--- src/rtl/core/tpmq_pkg.sv ---
// ----------------------------------------------------------------------------
// tpmq_pkg
// Shared types and constants for the tree path maximum edge query core:
// opcodes, status codes, memory sizes and the controller/datapath interface.
// ----------------------------------------------------------------------------
package tpmq_pkg;

    // sizes of the stores
    localparam int MAX_VERTICES = 1024;
    localparam int MAX_EDGES    = MAX_VERTICES - 1;
    localparam int STACK_DEPTH  = 2 * MAX_VERTICES;
    localparam int COST_BITS    = 32;
    localparam int VTX_BITS     = 10;
    localparam int CNT_BITS     = 11;
    localparam int SP_BITS      = 12;

    localparam logic [COST_BITS-1:0] COST_MIN = {1'b1, {(COST_BITS-1){1'b0}}};

    // item opcodes
    localparam logic [1:0] OP_ADD   = 2'd0;
    localparam logic [1:0] OP_QUERY = 2'd1;
    localparam logic [1:0] OP_CHG   = 2'd2;
    localparam logic [1:0] OP_CLR   = 2'd3;

    // query status codes
    localparam logic [1:0] ST_OK     = 2'd0;
    localparam logic [1:0] ST_SAME   = 2'd1;
    localparam logic [1:0] ST_UNREACH = 2'd2;

    // datapath operations issued by the controller
    typedef enum logic [4:0] {
        DP_NOP       = 5'd0,
        DP_LATCH     = 5'd1,
        DP_EXEC      = 5'd2,
        DP_RES_BAD   = 5'd3,
        DP_RES_SAME  = 5'd4,
        DP_CLR_START = 5'd5,
        DP_CLR_STEP  = 5'd6,
        DP_PUSH_SRC  = 5'd7,
        DP_POP       = 5'd8,
        DP_VIS_RD_V  = 5'd9,
        DP_MARK      = 5'd10,
        DP_EP_RD     = 5'd11,
        DP_VIS_RD_W  = 5'd12,
        DP_LINK      = 5'd13,
        DP_NEXT_E    = 5'd14,
        DP_RES_OK    = 5'd15,
        DP_PAR_RD    = 5'd16,
        DP_PAR_LATCH = 5'd17,
        DP_WALK_CMP  = 5'd18,
        DP_OUT       = 5'd19
    } dp_op_t;

    typedef struct packed {
        dp_op_t op;
    } cmd_t;

    typedef struct packed {
        logic [1:0] item_op;
        logic       q_bad;
        logic       q_same;
        logic       clr_last;
        logic       stack_empty;
        logic       visited;
        logic       is_tgt;
        logic       no_edges;
        logic       edge_hit;
        logic       last_edge;
        logic       at_src;
        logic       out_free;
    } sts_t;

endpackage

--- src/rtl/core/tpmq_ctrl.sv ---
// ----------------------------------------------------------------------------
// tpmq_ctrl
// Sequencer for the core: item decode, visit-mark clearing, depth-first
// search with edge scans, parent-chain walk and result hand-off.
// ----------------------------------------------------------------------------
module tpmq_ctrl
    import tpmq_pkg::*;
(
    input  logic clk,
    input  logic rst_n,
    input  logic in_valid,
    output logic in_stall,
    input  sts_t sts,
    output cmd_t cmd
);

    typedef enum logic [14:0] {
        S_IDLE     = 15'b000000000000001,
        S_DECODE   = 15'b000000000000010,
        S_CLEAR    = 15'b000000000000100,
        S_PUSH     = 15'b000000000001000,
        S_POP      = 15'b000000000010000,
        S_POP_WAIT = 15'b000000000100000,
        S_VCHK     = 15'b000000001000000,
        S_SCAN_RD  = 15'b000000010000000,
        S_SCAN_EP  = 15'b000000100000000,
        S_SCAN_VIS = 15'b000001000000000,
        S_WALK_CHK = 15'b000010000000000,
        S_WALK_PAR = 15'b000100000000000,
        S_WALK_RD  = 15'b001000000000000,
        S_WALK_EP  = 15'b010000000000000,
        S_RESULT   = 15'b100000000000000
    } state_t;

    state_t state_reg, state_next;

    // next state and command
    always_comb
    begin
        state_next = state_reg;
        cmd.op     = DP_NOP;
        unique case (state_reg)
            S_IDLE:
            begin
                if (in_valid)
                begin
                    cmd.op     = DP_LATCH;
                    state_next = S_DECODE;
                end
            end
            S_DECODE:
            begin
                if (sts.item_op != OP_QUERY)
                begin
                    cmd.op     = DP_EXEC;
                    state_next = S_IDLE;
                end
                else if (sts.q_bad)
                begin
                    cmd.op     = DP_RES_BAD;
                    state_next = S_RESULT;
                end
                else if (sts.q_same)
                begin
                    cmd.op     = DP_RES_SAME;
                    state_next = S_RESULT;
                end
                else
                begin
                    cmd.op     = DP_CLR_START;
                    state_next = S_CLEAR;
                end
            end
            S_CLEAR:
            begin
                cmd.op = DP_CLR_STEP;
                if (sts.clr_last)
                    state_next = S_PUSH;
            end
            S_PUSH:
            begin
                cmd.op     = DP_PUSH_SRC;
                state_next = S_POP;
            end
            S_POP:
            begin
                if (sts.stack_empty)
                begin
                    cmd.op     = DP_RES_BAD;
                    state_next = S_RESULT;
                end
                else
                begin
                    cmd.op     = DP_POP;
                    state_next = S_POP_WAIT;
                end
            end
            S_POP_WAIT:
            begin
                cmd.op     = DP_VIS_RD_V;
                state_next = S_VCHK;
            end
            S_VCHK:
            begin
                if (sts.visited)
                    state_next = S_POP;
                else
                begin
                    cmd.op = DP_MARK;
                    if (sts.is_tgt)
                        state_next = S_WALK_CHK;
                    else if (sts.no_edges)
                        state_next = S_POP;
                    else
                        state_next = S_SCAN_RD;
                end
            end
            S_SCAN_RD:
            begin
                cmd.op     = DP_EP_RD;
                state_next = S_SCAN_EP;
            end
            S_SCAN_EP:
            begin
                if (sts.edge_hit)
                begin
                    cmd.op     = DP_VIS_RD_W;
                    state_next = S_SCAN_VIS;
                end
                else
                begin
                    cmd.op     = DP_NEXT_E;
                    state_next = sts.last_edge ? S_POP : S_SCAN_RD;
                end
            end
            S_SCAN_VIS:
            begin
                cmd.op     = DP_LINK;
                state_next = sts.last_edge ? S_POP : S_SCAN_RD;
            end
            S_WALK_CHK:
            begin
                if (sts.at_src)
                begin
                    cmd.op     = DP_RES_OK;
                    state_next = S_RESULT;
                end
                else
                begin
                    cmd.op     = DP_PAR_RD;
                    state_next = S_WALK_PAR;
                end
            end
            S_WALK_PAR:
            begin
                cmd.op     = DP_PAR_LATCH;
                state_next = S_WALK_RD;
            end
            S_WALK_RD:
            begin
                cmd.op     = DP_EP_RD;
                state_next = S_WALK_EP;
            end
            S_WALK_EP:
            begin
                cmd.op     = DP_WALK_CMP;
                state_next = sts.last_edge ? S_WALK_CHK : S_WALK_RD;
            end
            S_RESULT:
            begin
                if (sts.out_free)
                begin
                    cmd.op     = DP_OUT;
                    state_next = S_IDLE;
                end
            end
            default:
                state_next = S_IDLE;
        endcase
    end

    // state register
    always_ff @(posedge clk or negedge rst_n)
    begin
        if (!rst_n)
            state_reg <= S_IDLE;
        else
            state_reg <= state_next;
    end

    assign in_stall = state_reg != S_IDLE;

endmodule

--- config.mk ---
export PLATFORM = sky130hd
export DESIGN_NAME = tpmq_ctrl
export DESIGN_NICKNAME = d
export VERILOG_FILES = /design/src/rtl/core/tpmq_pkg.sv /design/src/rtl/core/tpmq_ctrl.sv
export SDC_FILE = /design/constraint.sdc
export NUM_CORES = 1
export LEC_CHECK = 0
export BUFFER_PORTS_ARGS = -buffer_cell sky130_fd_sc_hd__buf_2
export CAP_MARGIN = 10
export CORE_ASPECT_RATIO = 1.25
export CORE_MARGIN = 2
export CORE_UTILIZATION = 50
export CTS_BUF_LIST = sky130_fd_sc_hd__clkbuf_4 sky130_fd_sc_hd__clkbuf_8
export DETAILED_ROUTE_END_ITERATION = 16
export PLACE_DENSITY = 0.73
export SLEW_MARGIN = 0
export SYNTH_ARGS = -nofsm -noshare
export SYNTH_HDL_FRONTEND = slang
export SYNTH_SLANG_ARGS = --single-unit
--- constraint.sdc ---
create_clock -name clk -period 5.3 [get_ports clk]
set_clock_uncertainty 0.15 [all_clocks]
set_input_delay 0.265 -clock clk [delete_from_list [all_inputs] [get_ports clk]]
set_output_delay 0.265 -clock clk [all_outputs]
set_load 0.01 [all_outputs]
==> results of run 1 <==
-- where the power goes --
group / switching [mW] / internal (mW) / total (mW)
Sequential: 0.0111 / 0.124 / 0.135
Combinational: 0.0871 / 0.0562 / 0.143
Clock: 0.0447 / 0.0289 / 0.0736
Total: 0.143 / 0.209 / 0.352
-- cell type report --
cell class              instances  area [sq um]  share of cell area (%)
multi-input cells             106         704.4                   53.11
well taps                      31         38.79                   2.925
flip-flops and latches         15         376.6                   28.40
clock buffers                   3         22.52                   1.698
clock inverters                 1         7.507                  0.5660
repair buffers                 24         135.1                   10.19
inverters                      11         41.29                   3.113
-- kinds of logic (layout without fill, tap and decap cells) --
| kind of cell | count (synthesis) | in the layout | share of synthesized area [%] |
|---|---|---|---|
| and+or+nand+nor | 74 | 74 | 38.77 |
| AOI/OAI and AO/OA | 25 | 25 | 16.42 |
| buffers and inverters | 17 | 39 | 6.696 |
| DFF | 15 | 15 | 32.51 |
| xor gates and xnor gates | 5 | 5 | 3.780 |
| muxes | 2 | 2 | 1.836 |
-- synth_stat cells (2+ instances only) --
master / number / area share, %
or4b_2: 3 / 2.6
o31ai_1: 2 / 1.3
nor4_1: 4 / 2.2
a2bb2oi_1: 2 / 1.5
nor3_1: 10 / 4.3
xnor2_1: 4 / 3.0
nand2_1: 6 / 1.9
or4_1: 5 / 3.2
nor2_1: 13 / 4.2
nand3b_1: 3 / 1.9
clkbuf_1: 2 / 0.65
dfrtp_1: 14 / 30
nand2b_1: 5 / 2.7
nand3_1: 7 / 3.0
a31oi_1: 2 / 1.1
a21oi_1: 4 / 1.7
or3_1: 4 / 2.2
inv_1: 11 / 3.6
nor4b_1: 3 / 2.3
nand4_1: 3 / 1.6
buf_2: 2 / 0.86
-- cells in the final DEF, fill, tap and decap left out, types with 2 or more instances in the layout --
cell type,n
nand4_1,3
clkbuf_4,3
nand2b_1,5
or4_1,5
a2bb2oi_1,2
dlygate4sd3_1,3
a31oi_1,2
nor3_1,10
inv_1,11
or4b_2,3
nand3_1,7
buf_2,21
dfrtp_1,14
xnor2_1,4
nor4_1,4
nand2_1,6
a21oi_1,4
nand3b_1,3
o31ai_1,2
or3_1,4
nor4b_1,3
nor2_1,13
-- per-stage QoR --
stage	cells	power (mW)
floorplan	138	0.2335
global placement	184	0.2749
detailed placement	184	0.2746
CTS	190	0.3484
global route	191	0.3756
finish	191	0.3523
-- critical path, stage by stage, from the launching register on --
cell and delay, ps:
dfrtp_1 520, or4_4 580, or4_1 640, o221a_2 350, o2111ai_1 100, buf_2 160
-- final timing paths --
check,from,endpoint,slack [ps],depth (start not counted)
min in group asynchronous,rst_n,state_reg[7]$_DFFE_PN0P_,250,2
setup / recovery,state_reg[9]$_DFFE_PN0P_,cmd[0],2220,5
hold / removal,sts[1],state_reg[11]$_DFFE_PN0P_,10,2
setup reg to reg,state_reg[9]$_DFFE_PN0P_,state_reg[0]$_DFFE_PN1P_,2650,5
max in group asynchronous,rst_n,state_reg[0]$_DFFE_PN1P_,4430,2
hold reg to reg,state_reg[12]$_DFFE_PN0P_,state_reg[13]$_DFFE_PN0P_,450,2
-- what timing repair did --
action,CTS,global route
hold endpoints to repair,15,1
hold buffers,2,1
setup buffers,0,0
-- layer usage --
layer / up-vias / GRT usage, % / share of wire (%)
met5: - / 0 / 0
met4: 0 / 15.87 / 4.6
met3: 14 / 4.050 / 6.9
met2: 66 / 42.27 / 49
met1: 550 / 35.36 / 40
li1: 571 / - / -
==> summary.txt, run 1 <==
Resized Gates After CTS: 0
placed inst area: 1266 sq um
post-layout util: 60.64%
status: finished, final reports clean
die area: 2721 sq um
Max FO, Critical Path: 10
layout cells sized above 1: 22.50%
initial antenna violation count: 0
port bufs: 21
Peak Freq: 325.1 MHz
Detailed Route WL: 3.139 mm
TritonCTS clock tree: done
Worst-path clk slew: 100 ps
Avg Cell Area, Syn: 8.396 sq um
Num CTS Buffers: 3
DP HPWL: 2.399 mm
Final GP Congestion: 1.005
io pins: 22
CP Class: reg -> out
First DRT Iteration DRCs: 80
Layout fillers: 207
antenna-violating nets left: 0
Leak: 0.5941 nW
synth unique cells: 50
Post-synth EDFFs: 0
worst vdd ir: 0.2146 mV
setup_tns: 0 ps
hold slack: 9.531 ps
Area Overhead vs Synth: 14.47%
Initial Utilization: 52.97%
Worst EP arrival: 2660 ps
Hold Crit Class: in -> reg
DRC violations left: 0
Rel. slew slack: 51.76%
GRT Total Usage: 27.41%
vias in the first global route: 1172
Power Dens Cells: 265.6 nW/um^2
CORE AREA: 2187 sq um
pins over their slew limit: 0
Worst Setup Slack, final: 2224 ps
worst slew pin tran: 717.0 ps
fin crit period: 3076 ps
Yosys Warn Count: 0
# clock sinks: 15
sequential element share of the synthesized area: 32.51%
period utilization: 58.04%
Core Rows: 19
fraction of registers with async set or reset after synthesis: 100.0%
clk_lat worst skew: 310 ps
register bit total from synthesis: 15
max reg flops: 15
Setup WS pre-CTS: 2573 ps
first-pass GRT wire length: 5.375 mm
Post-Synthesis Cell Area: 1159 sq um
Die Wd: 47.06 um
vias: 1201
Most used DFF post-synth: dfrtp_1
RSZ-0062 raised after global routing: false
Vias/cell: 6.288
max cap viols: 0
H-Tree Level Count: 1
DIE HEIGHT: 57.82 um
Max Buffers Root-to-Sink: 2
Setup crit end kind: output port
Final setup viols: 0
Critical Path RT: 4890 ps
Inserted Diodes: 0
grt total ovfl: 0
CP Launch Type: flop
Final Hold Vio Count: 0
largest net degree at the start of global routing: 16
DRT Pass-1 Iters: 4
Final Cell Area: 1326 sq um
synthesized instance count: 138
routed wire length per instance: 16.43 um
Final #Nets: 177
post-synth net total: 154
clk root buf: clkbuf_4
Power figures use the tool's default switching activity.
==> run 2: changes to the inputs <==
==> constraint.sdc (replaced) <==
create_clock -name clk -period 3.01 [get_ports clk]
set_clock_uncertainty 0.15 [all_clocks]
set_input_delay 0.1505 -clock clk [delete_from_list [all_inputs] [get_ports clk]]
set_output_delay 0.1505 -clock clk [all_outputs]
set_load 0.01 [all_outputs]
==> summary.txt, run 2 (synthesized netlist as in run 1, its figures left out) <==
Final setup viols: 0 (unchanged)
wire length on met2: 1.680 mm (was 1.526 mm)
H-Tree Level Count: 1 (unchanged)
Post-CTS Setup Inserts: 0 (unchanged)
antenna-violating nets left: 0 (unchanged)
Critical Path RT: 2710 ps (was 4890 ps)
Area Overhead vs Synth: 23.97% (was 14.47%)
CP Launch Type: flop (unchanged)
Setup crit end kind: output port (unchanged)
Top Layer Used: met4 (unchanged)
Max Buffers Root-to-Sink: 2 (unchanged)
Vias/cell: 6.205 (was 6.288)
max cap viols: 0 (unchanged)
largest net degree at the start of global routing: 16 (unchanged)
Worst EP arrival: 2560 ps (was 2660 ps)
Hold Crit Class: in -> reg (unchanged)
most frequent cells in the layout: 21 x buf_2, 14 x dfrtp_1, 13 x nor2_1, 11 x inv_1 (was 21 x buf_2, 14 x dfrtp_1, 13 x nor2_1, 11 x inv_1, 10 x nor3_1)
Layout fillers: 203 (was 207)
clk root buf: clkbuf_4 (unchanged)
Inserted Diodes: 0 (unchanged)
Leak: 0.6463 nW (was 0.5941 nW)
status: finished, final reports clean (unchanged)
metal1 wirelength: 1.270 mm (was 1.250 mm)
first-pass GRT wire length: 5.299 mm (was 5.375 mm)
DRT Pass-1 Iters: 4 (unchanged)
fin crit period: 2858 ps
CORE AREA: 2187 sq um (unchanged)
port bufs: 21 (unchanged)
initial antenna violation count: 0 (unchanged)
Rel. slew slack: 66.62% (was 51.76%)
post-layout util: 65.68% (was 60.64%)
CP Class: reg -> out (unchanged)
Core Rows: 19 (unchanged)
Detailed Route WL: 3.316 mm (was 3.139 mm)
Worst-path clk slew: 110 ps (was 100 ps)
Final #Nets: 186 (was 177)
worst slew pin tran: 496.6 ps (was 717.0 ps)
setup_tns: 0 ps (unchanged)
DRC violations left: 0 (unchanged)
TritonCTS clock tree: done (unchanged)
Max FO, Critical Path: 10 (unchanged)
Power Dens Cells: 441.2 nW/um^2 (was 265.6 nW/um^2)
die area: 2721 sq um (unchanged)
grt total ovfl: 0 (unchanged)
# clock sinks: 15 (unchanged)
GRT Total Usage: 27.31% (was 27.41%)
Peak Freq: 349.9 MHz
vias: 1241 (was 1201)
met3 routed WL: 217 um (was 218 um)
max reg flops: 15 (unchanged)
io pins: 22 (unchanged)
clk_lat worst skew: 300 ps (was 310 ps)
routed wire length per instance: 16.58 um (was 16.43 um)
r2r setup slk: 180 ps (was 2650 ps)
Num CTS Buffers: 3 (unchanged)
Final GP Congestion: 1.046 (was 1.005)
layout cells sized above 1: 24.26% (was 22.50%)
RSZ-0062 raised after global routing: false (unchanged)
DP HPWL: 2.504 mm (was 2.399 mm)
DIE HEIGHT: 57.82 um (unchanged)
pins over their slew limit: 0 (unchanged)
most common cell after layout, fill and taps aside: buf_2 (unchanged)
vias in the first global route: 1199 (was 1172)
Initial Utilization: 52.97% (unchanged)
Die Wd: 47.06 um (unchanged)
worst vdd ir: 0.4096 mV (was 0.2146 mV)
period utilization: 94.95%
Final Hold Vio Count: 0 (unchanged)
First DRT Iteration DRCs: 70 (was 80)
run 2: changes by cell type in the layout (fill, tap and decap cells not counted), sizes merged:
cell         change
buf              +2
dlygate4sd3      +7
run 2: worst paths after layout:
path / start / endpoint / cells after the start
setup / recovery: state_reg[8]$_DFFE_PN0P_ / cmd[0] / 5
hold / removal: sts[4] / state_reg[7]$_DFFE_PN0P_ / 3
setup reg to reg: state_reg[4]$_DFFE_PN0P_ / state_reg[2]$_DFFE_PN0P_ / 6
hold reg to reg: state_reg[12]$_DFFE_PN0P_ / state_reg[13]$_DFFE_PN0P_ / 2
max in group asynchronous: rst_n / state_reg[0]$_DFFE_PN1P_ / 2
min in group asynchronous: rst_n / state_reg[7]$_DFFE_PN0P_ / 2
run 2: layout make-up:
class	instances	area [sq um]	share of cell area, %
clock inverter	1	7.507	0.5226
clock buffer	3	22.52	1.568
sequential	15	376.6	26.22
timing repair buffer	33	220.2	15.33
multi-input combinational	106	729.5	50.78
inverter	11	41.29	2.875
tap	31	38.79	2.700
run 2: worst max-delay path: stages (launching register included):
cell and delay [ps]:
dfrtp_1 500, or4_4 600, or4_4 580, o221a_2 320
o2111ai_1 100, buf_2 160
run 2: what timing repair did:
action	4_1_cts	5_1_grt
hold buffers	10	0
hold endpoints to repair	25	0
resized for setup	0	4
endpoints found under the setup margin	0	3
run 2: where the power goes:
part	internal (mW)	total, mW	switching (mW)
clock network	0.0507	0.127	0.0759
registers	0.219	0.241	0.0217
logic	0.110	0.267	0.156
total	0.380	0.634	0.254
run 2: routing by layer:
metal	vias to the layer above	GRT usage, %
li1	589	-
met1	565	32.87
met2	69	43.64
met3	18	4.361
met4	0	17.06
met5	-	0
run 2: per-stage QoR:
stage               cells  total power, mW  instance area, sq um  hold WS, ps  setup slack [ps]
CTS                   200           0.6183                  1411        16.06             71.17
floorplan             138           0.4111                  1159       -295.1             535.1
global placement      186           0.4827                  1281       -76.36             400.4
finish                200           0.6337                  1436        22.09             152.0
global route          200           0.6698                  1436        17.94             20.84
detailed placement    186           0.4843                  1281       -76.44             382.2
